[src/design/wsot_pkg.sv]
// ----------------------------------------------------------------------------
// wsot_pkg
// Shared types and constants for the weekly schedule output timer: field
// widths, calendar constants, operation codes, controller states and the
// command/status bundles between controller and datapath.
// ----------------------------------------------------------------------------
package wsot_pkg;

  localparam int DAYS          = 7;
  localparam int SEC_PER_MIN   = 60;
  localparam int MIN_PER_HOUR  = 60;
  localparam int HOUR_PER_DAY  = 24;
  localparam int SEC_PER_HOUR  = 3600;

  localparam int OP_W      = 2;
  localparam int DAY_W     = 3;
  localparam int SLOT_W    = 3;
  localparam int HOUR_W    = 5;
  localparam int MIN_W     = 6;
  localparam int SEC_W     = 6;
  localparam int DUR_W     = 17;
  localparam int TPS_W     = 11;
  localparam int SUB_W     = 10;
  localparam int TOD_W     = 17;
  localparam int SPAN_W    = 18;
  localparam int TICKS_W   = 27;

  localparam logic [TPS_W-1:0] TPS_MAX   = 11'd1024;
  localparam logic [TPS_W-1:0] TPS_RESET = 11'd8;

  typedef enum logic [OP_W-1:0] {
    OP_TICK       = 2'd0,
    OP_WRITE_SLOT = 2'd1,
    OP_SET_CLOCK  = 2'd2
  } op_t;

  typedef struct packed {
    logic [OP_W-1:0]   operation;
    logic [DAY_W-1:0]  weekday;
    logic [SLOT_W-1:0] slot;
    logic [HOUR_W-1:0] hour;
    logic [MIN_W-1:0]  minute;
    logic [SEC_W-1:0]  second;
    logic [DUR_W-1:0]  duration_seconds;
  } in_item_t;

  typedef struct packed {
    logic                output_on;
    logic [DAY_W-1:0]    now_weekday;
    logic [HOUR_W-1:0]   now_hour;
    logic [MIN_W-1:0]    now_minute;
    logic [SEC_W-1:0]    now_second;
    logic [TICKS_W-1:0]  remaining_ticks;
  } out_item_t;

  typedef struct packed {
    logic [HOUR_W-1:0] hour;
    logic [MIN_W-1:0]  minute;
    logic [SEC_W-1:0]  second;
    logic [DUR_W-1:0]  duration;
  } slot_entry_t;

  typedef enum logic [3:0] {
    S_CLEAR,
    S_IDLE,
    S_EXEC,
    S_NOW,
    S_READ,
    S_START,
    S_CHECK,
    S_LOAD,
    S_FINISH
  } ctrl_state_t;

  typedef struct packed {
    logic clr_wr;
    logic capture;
    logic exec;
    logic scan_init;
    logic scan_rd;
    logic scan_start;
    logic scan_check;
    logic scan_next;
    logic scan_load;
    logic out_load;
  } ctrl_cmd_t;

  typedef struct packed {
    logic clear_last;
    logic need_scan;
    logic hit;
    logic slot_last;
  } dp_status_t;

endpackage

[src/design/wsot_if.sv]
// ----------------------------------------------------------------------------
// wsot_if
// Valid/ready channels of the weekly schedule output timer: the operation
// channel into the block and the status result channel out of it.
// ----------------------------------------------------------------------------
interface wsot_in_if import wsot_pkg::*; ();
  logic              valid;
  logic              ready;
  logic [OP_W-1:0]   operation;
  logic [DAY_W-1:0]  weekday;
  logic [SLOT_W-1:0] slot;
  logic [HOUR_W-1:0] hour;
  logic [MIN_W-1:0]  minute;
  logic [SEC_W-1:0]  second;
  logic [DUR_W-1:0]  duration_seconds;

  modport source (
    output valid, operation, weekday, slot, hour, minute, second, duration_seconds,
    input  ready
  );
  modport sink (
    input  valid, operation, weekday, slot, hour, minute, second, duration_seconds,
    output ready
  );
endinterface

interface wsot_out_if import wsot_pkg::*; ();
  logic               valid;
  logic               ready;
  logic               output_on;
  logic [DAY_W-1:0]   now_weekday;
  logic [HOUR_W-1:0]  now_hour;
  logic [MIN_W-1:0]   now_minute;
  logic [SEC_W-1:0]   now_second;
  logic [TICKS_W-1:0] remaining_ticks;

  modport source (
    output valid, output_on, now_weekday, now_hour, now_minute, now_second,
           remaining_ticks,
    input  ready
  );
  modport sink (
    input  valid, output_on, now_weekday, now_hour, now_minute, now_second,
           remaining_ticks,
    output ready
  );
endinterface

[src/design/weekly_schedule_output_timer.sv]
// ----------------------------------------------------------------------------
// weekly_schedule_output_timer
// Weekly programmable timer switch. After reset the block first clears its
// slot memory of 7*SLOTS_PER_DAY entries (56 by default), one entry a cycle,
// and takes no transaction until that pass is done; cfg writes are taken at
// any time. It then works one transaction at a time: a slot write, a clock set
// or a tick that starts no scan goes through the capture, execute and finish
// steps to a registered result. A tick that starts a new second and leaves the
// output off scans the day's slots through the read port of the slot memory,
// with a read, a start and a check step per slot, stopping at the first match;
// on a match a load step sets the countdown from the multiply. The next
// transaction is taken while the previous result still waits in the output
// register.
// ----------------------------------------------------------------------------
module weekly_schedule_output_timer import wsot_pkg::*; #(
  parameter int SLOTS_PER_DAY = 8
) (
  input  logic             clk,
  input  logic             rst_n,
  wsot_in_if.sink          in_if,
  wsot_out_if.source       out_if,
  input  logic             cfg_we,
  input  logic [TPS_W-1:0] cfg_wdata
);

  ctrl_cmd_t  cmd;
  dp_status_t st;
  in_item_t   in_item;
  out_item_t  out_item;

  assign in_item.operation        = in_if.operation;
  assign in_item.weekday          = in_if.weekday;
  assign in_item.slot             = in_if.slot;
  assign in_item.hour             = in_if.hour;
  assign in_item.minute           = in_if.minute;
  assign in_item.second           = in_if.second;
  assign in_item.duration_seconds = in_if.duration_seconds;

  wsot_ctrl u_ctrl (
    .clk       (clk),
    .rst_n     (rst_n),
    .in_valid  (in_if.valid),
    .in_ready  (in_if.ready),
    .out_valid (out_if.valid),
    .out_ready (out_if.ready),
    .st        (st),
    .cmd       (cmd)
  );

  wsot_dp #(
    .SLOTS_PER_DAY (SLOTS_PER_DAY)
  ) u_dp (
    .clk       (clk),
    .rst_n     (rst_n),
    .cfg_we    (cfg_we),
    .cfg_wdata (cfg_wdata),
    .in_item   (in_item),
    .cmd       (cmd),
    .st        (st),
    .out_item  (out_item)
  );

  assign out_if.output_on       = out_item.output_on;
  assign out_if.now_weekday     = out_item.now_weekday;
  assign out_if.now_hour        = out_item.now_hour;
  assign out_if.now_minute      = out_item.now_minute;
  assign out_if.now_second      = out_item.now_second;
  assign out_if.remaining_ticks = out_item.remaining_ticks;

endmodule

[src/design/wsot_dp.sv]
// ----------------------------------------------------------------------------
// wsot_dp
// Datapath: calendar clock, subsecond counter, off countdown, slot memory
// with its clearing counter, scan registers and the result register.
// ----------------------------------------------------------------------------
module wsot_dp import wsot_pkg::*; #(
  parameter int SLOTS_PER_DAY = 8
) (
  input  logic             clk,
  input  logic             rst_n,
  input  logic             cfg_we,
  input  logic [TPS_W-1:0] cfg_wdata,
  input  in_item_t         in_item,
  input  ctrl_cmd_t        cmd,
  output dp_status_t       st,
  output out_item_t        out_item
);

  localparam int DEPTH = DAYS * SLOTS_PER_DAY;
  localparam int AW    = $clog2(DEPTH);
  localparam int SW    = (SLOTS_PER_DAY > 1) ? $clog2(SLOTS_PER_DAY) : 1;
  localparam logic [6:0] SLOT_LIMIT = 7'(SLOTS_PER_DAY);

  function automatic logic [TOD_W-1:0] tod_sec(input logic [HOUR_W-1:0] h,
                                               input logic [MIN_W-1:0]  m,
                                               input logic [SEC_W-1:0]  s);
    return TOD_W'(h) * TOD_W'(SEC_PER_HOUR) + TOD_W'(m) * TOD_W'(SEC_PER_MIN)
           + TOD_W'(s);
  endfunction

  logic [TPS_W-1:0]   tps_r;
  logic [SUB_W-1:0]   sub_r;
  logic [DAY_W-1:0]   day_r;
  logic [HOUR_W-1:0]  hour_r;
  logic [MIN_W-1:0]   min_r;
  logic [SEC_W-1:0]   sec_r;
  logic               active_r;
  logic [TICKS_W-1:0] cd_r;
  logic [AW-1:0]      clr_addr_r;
  logic [SW-1:0]      slot_idx_r;

  in_item_t           it_r;
  slot_entry_t        rd_data_r;
  logic [TOD_W-1:0]   now_r;
  logic [TOD_W-1:0]   start_r;
  logic [DUR_W-1:0]   dur_r;
  logic [SPAN_W-1:0]  diff_r;
  out_item_t          out_r;

  slot_entry_t        mem [DEPTH];

  logic [TPS_W-1:0]   tps_eff;
  logic [TICKS_W-1:0] cd_dec;
  logic               active_tick;
  logic [TPS_W-1:0]   sub_inc;
  logic               new_sec;
  logic [DAY_W-1:0]   day_adv;
  logic [HOUR_W-1:0]  hour_adv;
  logic [MIN_W-1:0]   min_adv;
  logic [SEC_W-1:0]   sec_adv;
  logic               wr_ok;
  logic               set_ok;
  logic               mem_we;
  logic [AW-1:0]      mem_waddr;
  slot_entry_t        mem_wdata;
  logic [AW-1:0]      wr_addr;
  logic [AW-1:0]      rd_addr;
  logic [SPAN_W-1:0]  span_end;
  logic [SPAN_W+TPS_W-1:0] prod;

  // zero acts as one, anything past the maximum saturates
  always_comb begin
    if (tps_r == '0) begin
      tps_eff = TPS_W'(1);
    end else if (tps_r > TPS_MAX) begin
      tps_eff = TPS_MAX;
    end else begin
      tps_eff = tps_r;
    end
  end

  // countdown first, then the subsecond count
  assign cd_dec      = (active_r && cd_r != '0) ? cd_r - TICKS_W'(1) : cd_r;
  assign active_tick = active_r && (cd_dec != '0);
  assign sub_inc     = TPS_W'(sub_r) + TPS_W'(1);
  assign new_sec     = sub_inc >= tps_eff;

  always_comb begin
    day_adv  = day_r;
    hour_adv = hour_r;
    min_adv  = min_r;
    sec_adv  = sec_r + SEC_W'(1);
    if (sec_adv >= SEC_W'(SEC_PER_MIN)) begin
      sec_adv = '0;
      min_adv = min_r + MIN_W'(1);
      if (min_adv >= MIN_W'(MIN_PER_HOUR)) begin
        min_adv  = '0;
        hour_adv = hour_r + HOUR_W'(1);
        if (hour_adv >= HOUR_W'(HOUR_PER_DAY)) begin
          hour_adv = '0;
          day_adv  = day_r + DAY_W'(1);
          if (day_adv >= DAY_W'(DAYS)) begin
            day_adv = '0;
          end
        end
      end
    end
  end

  assign wr_ok  = (it_r.weekday < DAY_W'(DAYS)) && ({4'd0, it_r.slot} < SLOT_LIMIT);
  assign set_ok = (it_r.weekday < DAY_W'(DAYS)) && (it_r.hour < HOUR_W'(HOUR_PER_DAY))
                  && (it_r.minute < MIN_W'(MIN_PER_HOUR))
                  && (it_r.second < SEC_W'(SEC_PER_MIN));

  assign wr_addr   = AW'(it_r.weekday) * AW'(SLOTS_PER_DAY) + AW'(it_r.slot);
  assign rd_addr   = AW'(day_r) * AW'(SLOTS_PER_DAY) + AW'(slot_idx_r);
  assign mem_we    = cmd.clr_wr || (cmd.exec && it_r.operation == OP_WRITE_SLOT && wr_ok);
  assign mem_waddr = cmd.clr_wr ? clr_addr_r : wr_addr;
  assign mem_wdata = cmd.clr_wr ? slot_entry_t'('0)
                                : slot_entry_t'{hour:     it_r.hour,
                                                minute:   it_r.minute,
                                                second:   it_r.second,
                                                duration: it_r.duration_seconds};

  assign span_end = SPAN_W'(start_r) + SPAN_W'(dur_r);
  assign prod     = (SPAN_W+TPS_W)'(diff_r) * (SPAN_W+TPS_W)'(tps_eff);

  assign st.clear_last = clr_addr_r == AW'(DEPTH - 1);
  assign st.need_scan  = (it_r.operation == OP_TICK) && new_sec && !active_tick;
  assign st.hit        = (now_r >= start_r) && (SPAN_W'(now_r) < span_end);
  assign st.slot_last  = slot_idx_r == SW'(SLOTS_PER_DAY - 1);

  always_ff @(posedge clk) begin
    if (!rst_n) begin
      tps_r      <= TPS_RESET;
      sub_r      <= '0;
      day_r      <= '0;
      hour_r     <= '0;
      min_r      <= '0;
      sec_r      <= '0;
      active_r   <= 1'b0;
      cd_r       <= '0;
      clr_addr_r <= '0;
      slot_idx_r <= '0;
    end else begin
      if (cfg_we) begin
        tps_r <= cfg_wdata;
      end
      if (cmd.clr_wr && !st.clear_last) begin
        clr_addr_r <= clr_addr_r + AW'(1);
      end
      if (cmd.exec) begin
        case (it_r.operation)
          OP_TICK: begin
            cd_r     <= cd_dec;
            active_r <= active_tick;
            if (new_sec) begin
              sub_r  <= '0;
              day_r  <= day_adv;
              hour_r <= hour_adv;
              min_r  <= min_adv;
              sec_r  <= sec_adv;
            end else begin
              sub_r <= sub_inc[SUB_W-1:0];
            end
          end
          OP_SET_CLOCK: begin
            if (set_ok) begin
              sub_r  <= '0;
              day_r  <= it_r.weekday;
              hour_r <= it_r.hour;
              min_r  <= it_r.minute;
              sec_r  <= it_r.second;
            end
          end
          default: ;
        endcase
      end
      if (cmd.scan_init) begin
        slot_idx_r <= '0;
      end
      if (cmd.scan_next) begin
        slot_idx_r <= slot_idx_r + SW'(1);
      end
      if (cmd.scan_load) begin
        cd_r     <= prod[TICKS_W-1:0];
        active_r <= prod[TICKS_W-1:0] != '0;
      end
    end
  end

  always_ff @(posedge clk) begin
    if (mem_we) begin
      mem[mem_waddr] <= mem_wdata;
    end
    if (cmd.scan_rd) begin
      rd_data_r <= mem[rd_addr];
    end
  end

  always_ff @(posedge clk) begin
    if (cmd.capture) begin
      it_r <= in_item;
    end
    if (cmd.scan_init) begin
      now_r <= tod_sec(hour_r, min_r, sec_r);
    end
    if (cmd.scan_start) begin
      start_r <= tod_sec(rd_data_r.hour, rd_data_r.minute, rd_data_r.second);
      dur_r   <= rd_data_r.duration;
    end
    if (cmd.scan_check) begin
      diff_r <= span_end - SPAN_W'(now_r);
    end
    if (cmd.out_load) begin
      out_r.output_on       <= active_r;
      out_r.now_weekday     <= day_r;
      out_r.now_hour        <= hour_r;
      out_r.now_minute      <= min_r;
      out_r.now_second      <= sec_r;
      out_r.remaining_ticks <= active_r ? cd_r : '0;
    end
  end

  assign out_item = out_r;

  a_active_has_count: assert property (@(posedge clk) disable iff (!rst_n)
    active_r |-> cd_r != '0)
    else $error("output active with an empty countdown");

  a_clock_in_range: assert property (@(posedge clk) disable iff (!rst_n)
    (sec_r < SEC_W'(SEC_PER_MIN)) && (min_r < MIN_W'(MIN_PER_HOUR))
    && (hour_r < HOUR_W'(HOUR_PER_DAY)) && (day_r < DAY_W'(DAYS)))
    else $error("calendar clock out of range");

endmodule

[src/design/wsot_ctrl.sv]
// ----------------------------------------------------------------------------
// wsot_ctrl
// Controller: sequences the slot memory clearing pass, one operation at a
// time, the slot scan of a new second and the hand-off to the result register.
// ----------------------------------------------------------------------------
module wsot_ctrl import wsot_pkg::*; (
  input  logic       clk,
  input  logic       rst_n,
  input  logic       in_valid,
  output logic       in_ready,
  output logic       out_valid,
  input  logic       out_ready,
  input  dp_status_t st,
  output ctrl_cmd_t  cmd
);

  ctrl_state_t state_r, state_nxt;
  logic        out_valid_r, out_valid_nxt;

  always_ff @(posedge clk) begin
    if (!rst_n) begin
      state_r     <= S_CLEAR;
      out_valid_r <= 1'b0;
    end else begin
      state_r     <= state_nxt;
      out_valid_r <= out_valid_nxt;
    end
  end

  always_comb begin
    state_nxt     = state_r;
    cmd           = '0;
    in_ready      = 1'b0;
    out_valid_nxt = out_valid_r && !out_ready;
    unique case (state_r)
      S_CLEAR: begin
        cmd.clr_wr = 1'b1;
        if (st.clear_last) begin
          state_nxt = S_IDLE;
        end
      end
      S_IDLE: begin
        in_ready = 1'b1;
        if (in_valid) begin
          cmd.capture = 1'b1;
          state_nxt   = S_EXEC;
        end
      end
      S_EXEC: begin
        cmd.exec  = 1'b1;
        state_nxt = st.need_scan ? S_NOW : S_FINISH;
      end
      S_NOW: begin
        cmd.scan_init = 1'b1;
        state_nxt     = S_READ;
      end
      S_READ: begin
        cmd.scan_rd = 1'b1;
        state_nxt   = S_START;
      end
      S_START: begin
        cmd.scan_start = 1'b1;
        state_nxt      = S_CHECK;
      end
      S_CHECK: begin
        cmd.scan_check = 1'b1;
        if (st.hit) begin
          state_nxt = S_LOAD;
        end else if (st.slot_last) begin
          state_nxt = S_FINISH;
        end else begin
          cmd.scan_next = 1'b1;
          state_nxt     = S_READ;
        end
      end
      S_LOAD: begin
        cmd.scan_load = 1'b1;
        state_nxt     = S_FINISH;
      end
      S_FINISH: begin
        // hold until the result register is free
        if (!out_valid_r || out_ready) begin
          cmd.out_load  = 1'b1;
          out_valid_nxt = 1'b1;
          state_nxt     = S_IDLE;
        end
      end
      default: begin
        state_nxt = S_CLEAR;
      end
    endcase
  end

  assign out_valid = out_valid_r;

  a_one_in_flight: assert property (@(posedge clk) disable iff (!rst_n)
    (in_valid && in_ready) |=> !in_ready)
    else $error("second transaction accepted while one is in progress");

  a_result_from_finish: assert property (@(posedge clk) disable iff (!rst_n)
    $rose(out_valid_r) |-> $past(state_r == S_FINISH))
    else $error("result presented outside the finish step");

endmodule
[src/flat_wrapper.sv]
// flat-port wrapper written by rule: the top's interface ports become plain ports
module weekly_schedule_output_timer_flat import wsot_pkg::*;
#(
  parameter int SLOTS_PER_DAY = 8
)
  (clk, rst_n, cfg_we, cfg_wdata, in_if_valid, in_if_operation, in_if_weekday, in_if_slot, in_if_hour, in_if_minute, in_if_second, in_if_duration_seconds, in_if_ready, out_if_valid, out_if_output_on, out_if_now_weekday, out_if_now_hour, out_if_now_minute, out_if_now_second, out_if_remaining_ticks, out_if_ready);
  wsot_in_if in_if_i ();
  wsot_out_if out_if_i ();
  input  logic clk;
  input  logic rst_n;
  input  logic cfg_we;
  input  logic [TPS_W-1:0] cfg_wdata;
  input wire logic [$bits(in_if_i.valid)-1:0] in_if_valid;
  input wire logic [$bits(in_if_i.operation)-1:0] in_if_operation;
  input wire logic [$bits(in_if_i.weekday)-1:0] in_if_weekday;
  input wire logic [$bits(in_if_i.slot)-1:0] in_if_slot;
  input wire logic [$bits(in_if_i.hour)-1:0] in_if_hour;
  input wire logic [$bits(in_if_i.minute)-1:0] in_if_minute;
  input wire logic [$bits(in_if_i.second)-1:0] in_if_second;
  input wire logic [$bits(in_if_i.duration_seconds)-1:0] in_if_duration_seconds;
  output wire logic [$bits(in_if_i.ready)-1:0] in_if_ready;
  output wire logic [$bits(out_if_i.valid)-1:0] out_if_valid;
  output wire logic [$bits(out_if_i.output_on)-1:0] out_if_output_on;
  output wire logic [$bits(out_if_i.now_weekday)-1:0] out_if_now_weekday;
  output wire logic [$bits(out_if_i.now_hour)-1:0] out_if_now_hour;
  output wire logic [$bits(out_if_i.now_minute)-1:0] out_if_now_minute;
  output wire logic [$bits(out_if_i.now_second)-1:0] out_if_now_second;
  output wire logic [$bits(out_if_i.remaining_ticks)-1:0] out_if_remaining_ticks;
  input wire logic [$bits(out_if_i.ready)-1:0] out_if_ready;
  assign in_if_i.valid = in_if_valid;
  assign in_if_i.operation = in_if_operation;
  assign in_if_i.weekday = in_if_weekday;
  assign in_if_i.slot = in_if_slot;
  assign in_if_i.hour = in_if_hour;
  assign in_if_i.minute = in_if_minute;
  assign in_if_i.second = in_if_second;
  assign in_if_i.duration_seconds = in_if_duration_seconds;
  assign in_if_ready = in_if_i.ready;
  assign out_if_valid = out_if_i.valid;
  assign out_if_output_on = out_if_i.output_on;
  assign out_if_now_weekday = out_if_i.now_weekday;
  assign out_if_now_hour = out_if_i.now_hour;
  assign out_if_now_minute = out_if_i.now_minute;
  assign out_if_now_second = out_if_i.now_second;
  assign out_if_remaining_ticks = out_if_i.remaining_ticks;
  assign out_if_i.ready = out_if_ready;
  weekly_schedule_output_timer #(.SLOTS_PER_DAY(SLOTS_PER_DAY)) u_core (.clk(clk), .rst_n(rst_n), .in_if(in_if_i), .out_if(out_if_i), .cfg_we(cfg_we), .cfg_wdata(cfg_wdata));
endmodule
[config.mk]
export PLATFORM = sky130hd
export DESIGN_NAME = weekly_schedule_output_timer_flat
export DESIGN_NICKNAME = d
export VERILOG_FILES = /design/src/design/wsot_pkg.sv /design/src/design/wsot_if.sv /design/src/design/weekly_schedule_output_timer.sv /design/src/design/wsot_dp.sv /design/src/design/wsot_ctrl.sv /design/src/flat_wrapper.sv
export SDC_FILE = /design/constraint.sdc
export NUM_CORES = 2
export LEC_CHECK = 0
export BUFFER_PORTS_ARGS = -buffer_cell sky130_fd_sc_hd__buf_2
export CORE_MARGIN = 2
export CORE_UTILIZATION = 45
export CTS_CLUSTER_SIZE = 20
export DETAILED_ROUTE_END_ITERATION = 6
export HOLD_SLACK_MARGIN = 0.1
export RECOVER_POWER = 25
export SLEW_MARGIN = 20
export SYNTH_ARGS = -nofsm -noshare
export SYNTH_HDL_FRONTEND = slang
export SYNTH_SLANG_ARGS = --single-unit
[constraint.sdc]
create_clock -name clk -period 6.7 [get_ports clk]
set_input_delay 0.67 -clock clk [delete_from_list [all_inputs] [get_ports clk]]
set_output_delay 0.67 -clock clk [all_outputs]
set_load 0.02 [all_outputs]
== Word level (Yosys, flattened, before mapping) ==
Memory sizes are Yosys's and may differ from the RTL's. A register that Yosys moved wholly into a read port is not among the register bits.
Index checks and enable logic that the tools add are counted.

* Bits in read-only memories: 0
* Word-level logic and storage cells: 181
* Memories: 1
* Memory bits (writable): 1904
* Bits in latches: 0
* Register bits after elaboration: 242

* Magnitude comparators: 12
* Muxes and demuxes: 63
* $mul: 5
* Shifts and indexed selects: 0
* Div/mod/pow operators: 0
* Reductions and logical operators: 35
* Add/sub/neg operators: 16
* Eq/ne operators: 20
* Bitwise gates (word level): 0

{| class="wikitable"
|+ Memory list
! name !! words !! bits a word !! rd ports !! clocked after memory_dff !! wr ports !! line !! text
|-
| u_core.u_dp.mem || 56 || 34 || 1 || 1 || 1 || wsot_dp.sv:50 || <nowiki>slot_entry_t mem [DEPTH];</nowiki>
|}

{| class="wikitable"
|+ Operators with widths
! operator !! number
|-
| 27-bit two-way mux || 4
|-
| 27-bit nonzero test || 3
|-
| 6-bit two-way mux || 8
|-
| 4-bit case mux with 9 select lines || 1
|-
| 17-bit by 12-bit adder with 17-bit output || 2
|-
| 17-bit by 6-bit adder with 17-bit output || 2
|-
| 34-bit two-way mux || 1
|-
| 18-bit by 11-bit multiplier with 27-bit output || 1
|-
| 27-bit by 1-bit subtractor with 27-bit output, second input constant || 1
|-
| 5-bit by 8-bit multiplier with 13-bit output, second input constant || 2
|-
| 5-bit two-way mux || 5
|-
| 3-bit two-way mux || 8
|-
| 4-bit two-way mux || 6
|-
| 6-bit case mux with 2 select lines || 2
|-
| 11-bit two-way mux || 2
|-
| 6-bit by 4-bit multiplier with 10-bit output, second input constant || 2
|-
| 1-bit two-way mux || 20
|-
| 10-bit two-way mux || 2
|-
| 10-bit case mux with 2 select lines || 1
|-
| 17-bit by 17-bit adder with 18-bit output || 1
|-
| 6-bit by 1-bit adder with 6-bit output, second input constant || 3
|-
| 17-bit by 18-bit less-than comparator with 1-bit output || 1
|-
| 18-bit by 17-bit subtractor with 18-bit output || 1
|-
| 17-bit greater-or-equal comparator || 1
|-
| other kinds (37) || 71
|}

== Longest topological paths before layout ==
* Word-level depth: 9
* Gate-level depth with buffers: 27
* Gate-level depth less buffers: 26

== Cells and area by module ==
A second synthesis with hierarchy kept.

* Cells, all modules: 5074
* Area total of the unflattened synthesis: 95051.2 um^2

{| class="wikitable"
|+ Modules (own cells, without submodules)
! module !! times used !! area each (um^2) !! cells each !! sequential area each (um^2)
|-
| wsot_dp || 1 || 94677.1 || 5026 || 64531.9
|-
| wsot_ctrl || 1 || 374.1 || 48 || 100.1
|}

== Least setup slack after synthesis ==
Ideal clock, no wire load.

* Kind: reg2reg
* From: reg u_core.u_dp.tps_r[10]
* To: reg u_core.u_dp.active_r
* Path slack: 0.349 ns
* Path buffers: 4
* Cell stages (with the launch flop): 26
* Data arrival time: 6.224 ns
* Required time: 6.572 ns
* Path through: dfxtp_1 clkbuf_1 clkbuf_1 nor2b_1 clkbuf_1 buf_1 nand2_1 fa_1 fa_1 inv_1 fa_1 fa_1 inv_1 fa_1 inv_1 ha_1 a21o_1 or2_2 o221ai_1 o31ai_1 o31a_1 xnor2_1 nand4_1 nor4b_1 and4b_1 a31oi_1

* Word-level cells in the longest chain between the ends: 6
* Elaborated cells on any way between the ends: 7
* Those cells by class: mul (1); order compare (1); mux (3); reduce/logical (2)

{| class="wikitable"
|+ RTL lines
! what !! line !! text
|-
| from (decl) || wsot_dp.sv:31 || <nowiki>logic [TPS_W-1:0] tps_r;</nowiki>
|-
| from (signal assigned) || wsot_dp.sv:147 || <nowiki>tps_r <= cfg_wdata;</nowiki>
|-
| 11-bit > comparator || wsot_dp.sv:75 || <nowiki>end else if (tps_r > TPS_MAX) begin</nowiki>
|-
| 11-bit two-way mux || wsot_dp.sv:75 ||
|-
| 11-bit two-way mux (*) || wsot_dp.sv:73 || <nowiki>if (tps_r == '0) begin</nowiki>
|-
| 18-bit by 11-bit multiplier with 27-bit output (*) || wsot_dp.sv:126 || <nowiki>assign prod = (SPAN_W+TPS_W)'(diff_r) * (SPAN_W+TPS_W)'(tps_eff);</nowiki>
|-
| 27-bit nonzero test (*) || wsot_dp.sv:187 || <nowiki>active_r <= prod[TICKS_W-1:0] != '0;</nowiki>
|-
| 1-bit two-way mux (*) || wsot_dp.sv:185 || <nowiki>if (cmd.scan_load) begin</nowiki>
|-
| to (signal assigned) || wsot_dp.sv:156 || <nowiki>active_r <= active_tick;</nowiki>
|-
| to (decl) || wsot_dp.sv:37 || <nowiki>logic active_r;</nowiki>
|}

Mark *: on every way between the ends. The rest lies on a longest branch, timed or not.
A chain may end at the register's enable or synchronous reset.

== Worst setup path after layout ==
* From: reg u_core.u_dp.tps_r[7]
* To: reg u_core.u_dp.cd_r[25]

* Word-level cells in the longest chain between the ends: 5
* Elaborated cells on any way between the ends: 6
* Those cells by class: mul (1); order compare (1); mux (3); reduce/logical (1)

{| class="wikitable"
|+ RTL lines
! what !! line !! text
|-
| 11-bit > comparator || wsot_dp.sv:75 ||
|-
| 11-bit two-way mux || wsot_dp.sv:75 ||
|-
| 11-bit two-way mux (*) || wsot_dp.sv:73 ||
|-
| 18-bit by 11-bit multiplier with 27-bit output (*) || wsot_dp.sv:126 ||
|-
| 27-bit two-way mux (*) || wsot_dp.sv:185 ||
|-
| to (signal assigned) || wsot_dp.sv:186 || <nowiki>cd_r <= prod[TICKS_W-1:0];</nowiki>
|-
| to (decl) || wsot_dp.sv:38 || <nowiki>logic [TICKS_W-1:0] cd_r;</nowiki>
|}

Marks and branches as above.

==> summary.txt <==
Timing
  – Tcrit/Tclk final: 0.943
  – Max-slew violation count: ~1200
  – Post-Route Setup TNS: 0 ps
  – Achievable frequency: 158 MHz
  – Transition time of the tightest slew-check pin: 3870 ps
  – Clock period minus final worst setup slack: 6320 ps
  – Rel. slew slack: -1.58
  – Clock Skews: 77.1 ps
  – Fin. Hold Viols: 0
  – Post-Route Hold Slack: 164 ps
  – Final setup viols: 0

Setup path
  – Worst path buffer plus inverter count: 3
  – Setup crit start: u_core.u_dp.tps_r[7]
  – Crit path kind: reg -> reg
  – Largest delay contributor family on the critical path: adder cells
  – Most repeated library cell on the critical path: sky130_fd_sc_hd__fa_1
  – Critical Path Max Stage Delay: about 550 ps
  – Worst-path cell chain: nor4_2, nand3_1, o21ai_1, buf_4, and2_2, buf_4, nand2_1, fa_1, inv_1, fa_1, fa_1, fa_1, fa_1, ha_1, a21o_1, a21oi_1, o21ai_0, a2111oi_0, o21ai_0, a31o_2, a21oi_1, xor2_1, o221a_2, nor2b_1
  – Critical Path Source Type: flip-flop
  – Worst-path maximum fanout: 6
  – Depth of the worst register-to-register path: 24
  – Kind of end point of the critical path: flip-flop
  – Slowest cell on crit path: sky130_fd_sc_hd__fa_1
  – Worst path arrival time: 7040 ps
  – Worst-case register-to-register setup slack: 380 ps
  – Crit Reg-Reg Endpoint: u_core.u_dp.cd_r[25]
  – Origin of the critical flop-to-flop path: u_core.u_dp.tps_r[7]
  – Data required time of the worst path: 7430 ps

Synth
  – Register bit total from synthesis: approximately 2200
  – Most instantiated flip-flop cell in the synthesis netlist: sky130_fd_sc_hd__edfxtp_1
  – Synth area leaders: sky130_fd_sc_hd__edfxtp_1 66%, sky130_fd_sc_hd__mux4_2 15%, sky130_fd_sc_hd__fa_1 3.7%
  – Proportion of register bits with asynchronous set or reset after synthesis: 0
  – Area share of the largest cell type after synthesis: 0.663
  – Count of cell types in the netlist: 73
  – Post-synth EDFFs: approximately 2100
  – Synthesized netlist cell count: 5069
  – Average cell area after synthesis: 18.7 sq um
  – Number of nets in the synthesized netlist: 5531
  – Synthesized area: 0.0950 sq mm
  – Post-synthesis cell type with the largest combined area: sky130_fd_sc_hd__edfxtp_1
  – Yosys warnings: 0
  – Portion of the post-synthesis area used by sequential elements: 0.681

Floorplan
  – Die area: 0.215 sq mm
  – Number of placement rows: roughly 170
  – Total I/O pin count: 108
  – Placeable Area: around 0.21 sq mm
  – Starting density of the core: 0.453
  – Die Y-Extent: approximately 460 um
  – Floorplan die width: 463 um

Global routing
  – Routing usage on met1: 0.323
  – All-Layer GR Usage: 0.230
  – Congestion Overflow GR: 0
  – GRT met2 Usage: 0.380
  – Number of global-route vias before repair: 49800
  – Met3 usage in global routing: 0.0301
  – Busiest layer in global routing: met2
  – First-pass GRT wire length: around 360000 um
  – Antenna violations before repair: 18
  – Largest net degree at the start of global routing: roughly 110

Power
  – Largest vdd supply drop: between 0.2 and 0.3 mV
  – Cell Int Power: 22200 uW
  – Switching Power: 6100 uW
  – Switch share: 0.216
  – Leakage power of the design: 0.0362 uW
  – Sequential cell fraction of total power: 0.524
  – Relative contribution of combinational cells to total power: 0.047
  – Total power per unit cell area: 262 mW/mm^2
  – Part of the total power dissipated in the clock network: 0.429

CTS
  – Maximum count of clock buffers along a single path: 3
  – Clock insertion delay at the later pin of the skew report: 900 ps
  – Number of sinks on the clock net: 2180
  – Inserted Clock Buffers: 222
  – Root buffer cell: sky130_fd_sc_hd__clkbuf_16
  – Register clock-pin slew on the reported worst setup and hold paths: ~60 ps
  – TritonCTS clock tree: yes
  – CTS H-tree lvls: 4

Placed design
  – Detail Placement HPWL: 152000 um
  – Post-Place Cell Area: around 0.1 sq mm
  – Count of port buffers added during placement: 107
  – RD Place Congestion: 0.877

Status
  – Status: finished, violations left
  – Failing checks: capacitance limit, slew limit

Drt
  – Antenna Nets Post-Route: 0
  – Vias/cell: just under 6
  – Number of vias after detailed routing: 49100
  – Number of iterations in the first detailed-routing pass: 6
  – DRC violation count after routing: 0
  – Initial drt markers: 5340
  – Total wire length: 247000 um
  – Routed length per instance: around 29 um

Final layout
  – Number of inserted filler cells in the final layout: 16800
  – Post-layout nets: 5849
  – Final non-filler cell area: between 0.1 and 0.15 sq mm
  – Layout-stage area growth over the synthesis result: 13.7%
  – Multi-input combinational cell area: 0.0290 sq mm
  – Final core utilization: 0.515
  – Fraction of final layout cells sized beyond drive strength 1: 0.228
  – Register area: 0.0646 sq mm

Worst hold path
  – Start point of the worst hold path: cfg_wdata[4]
  – Worst hold-check path type: in -> reg
  – Worst hold path endpoint: u_core.u_dp.tps_r[4]
  – Count of cells along the worst hold path: 3

Job
  – Reported max-cap violation count: 27
==> power by group through the flow <==
stage | Sequential, uW | Clock, uW | Combinational, uW
after detailed placement | 15100 | 0 | 1260
after CTS | 14800 | 12400 | 1290
after floorplan | 15100 | 0 | 799
after global placement | 15100 | 0 | 1250
final | 14800 | 12100 | 1320
after global routing | 14800 | 12900 | 1450
==> what timing repair did <==
action	in CTS	in global routing
setup endpoints to repair	0	3
endpoints found under the hold margin	52	0
setup buffers	0	2
resized for setup	0	17
hold buffers	52	0
==> tightest hold or removal path, cell delays in order <==
cell and delay, ps:
sky130_fd_sc_hd__buf_2 100, sky130_fd_sc_hd__mux2i_1 70, sky130_fd_sc_hd__nor2b_1 110
==> flip-flops by register name, indices dropped and copies added, names as in the netlist, 3 cells and up <==
signal,count
u_core.u_ctrl.state_r,4
u_core.u_dp.cd_r,27
u_core.u_dp.clr_addr_r,6
u_core.u_dp.day_r,3
u_core.u_dp.diff_r,18
u_core.u_dp.dur_r,17
u_core.u_dp.hour_r,5
u_core.u_dp.it_r,42
u_core.u_dp.mem,1904
u_core.u_dp.min_r,6
u_core.u_dp.now_r,17
u_core.u_dp.out_item,48
u_core.u_dp.rd_data_r,34
u_core.u_dp.sec_r,6
u_core.u_dp.slot_idx_r,3
u_core.u_dp.start_r,17
u_core.u_dp.sub_r,10
u_core.u_dp.tps_r,11
==> layer usage <==
| layer | vias to the layer above | part of all wire |
|---|---|---|
| met1 | 26300 | 0.42 |
| met2 | 1725 | 0.50 |
| met4 | 6 | 0.028 |
| li1 | 20700 | - |
| met5 | - | 0.00014 |
| met3 | 342 | 0.060 |
==> metrics by stage <==
stage | power, uW | instances | setup slack [ps]
detailed placement | 16400 | 7894 | 189
CTS | 28500 | 8355 | 161
finish | 28300 | 8384 | 384
global route | 29200 | 8381 | -42.0
floorplan | 15900 | 5069 | 349
global placement | 16400 | 7888 | 190
==> synth_stat cells, types with 11 or more instances <==
| cell | count |
|---|---|
| sky130_fd_sc_hd__edfxtp_1 | 2097 |
| sky130_fd_sc_hd__mux4_2 | 612 |
| sky130_fd_sc_hd__inv_1 | 275 |
| sky130_fd_sc_hd__ha_1 | 230 |
| sky130_fd_sc_hd__nand2_1 | 218 |
| sky130_fd_sc_hd__fa_1 | 174 |
| sky130_fd_sc_hd__clkbuf_1 | 164 |
| sky130_fd_sc_hd__nor2_1 | 152 |
| sky130_fd_sc_hd__and2_1 | 115 |
| sky130_fd_sc_hd__a21oi_1 | 112 |
| sky130_fd_sc_hd__nor2b_1 | 95 |
| sky130_fd_sc_hd__xnor2_1 | 91 |
| sky130_fd_sc_hd__dfxtp_1 | 83 |
| sky130_fd_sc_hd__o21ai_0 | 75 |
| sky130_fd_sc_hd__buf_1 | 58 |
| sky130_fd_sc_hd__nand3_1 | 46 |
| sky130_fd_sc_hd__nor3_1 | 36 |
| sky130_fd_sc_hd__mux2_2 | 34 |
| sky130_fd_sc_hd__xor2_1 | 33 |
| sky130_fd_sc_hd__and3_1 | 30 |
| sky130_fd_sc_hd__a21o_1 | 28 |
| sky130_fd_sc_hd__nand2b_1 | 27 |
| sky130_fd_sc_hd__o21a_1 | 24 |
| sky130_fd_sc_hd__o21bai_1 | 23 |
| sky130_fd_sc_hd__mux2i_1 | 20 |
| sky130_fd_sc_hd__nand4_1 | 15 |
| sky130_fd_sc_hd__or3_1 | 15 |
| sky130_fd_sc_hd__nor4_1 | 13 |
| sky130_fd_sc_hd__a22oi_1 | 12 |
| sky130_fd_sc_hd__o211a_1 | 11 |
| sky130_fd_sc_hd__o22ai_1 | 11 |
==> worst max-delay path by stage <==
stage | slack (ps) | end | depth (start not counted)
5_1_grt | -40 | u_core.u_dp.active_r | 27
3_5_place_dp | 190 | u_core.u_dp.active_r | 24
2_1_floorplan | 350 | u_core.u_dp.active_r | 25
4_1_cts | 160 | u_core.u_dp.active_r | 24
6_report | 380 | u_core.u_dp.cd_r[25] | 24
3_3_place_gp | 190 | u_core.u_dp.active_r | 24
==> area by class of cell <==
cell class,instances,share of cell area
Clock inverter,132,0.0126
Antenna cell,7,0.000162
Clock buffer,277,0.0538
Inverter,276,0.00967
Sequential cell,2180,0.599
Tap cell,2805,0.0325
Multi-Input combinational cell,2385,0.268
Timing Repair Buffer,322,0.0239
==> kinds of logic after synthesis <==
family / Yosys count / share of synthesized area
xor gates and xnor gates: 125 / 0.0116
adders and majority gates: 404 / 0.0670
and+or+nand+nor: 803 / 0.0428
AOI/OAI and AO/OA: 387 / 0.0266
DFF: 2180 / 0.681
muxes: 666 / 0.151
buffers and inverters: 504 / 0.0201
==> cells in the final DEF, fill, tap and decap left out, drive strengths merged, types with 34 or more instances in the layout <==
cell	n
edfxtp	2097
dlygate4sd3	52
clkinv	105
nor2b	95
nor2	153
nand3	46
mux2	34
a21oi	112
dfxtp	83
nand2	218
inv	283
xnor2	91
mux4	612
ha	230
fa	174
nor3	36
buf	205
o21ai	75
clkbuf	342
and2	115
xor2	34
No activity file was read; power rests on OpenSTA's default activity.
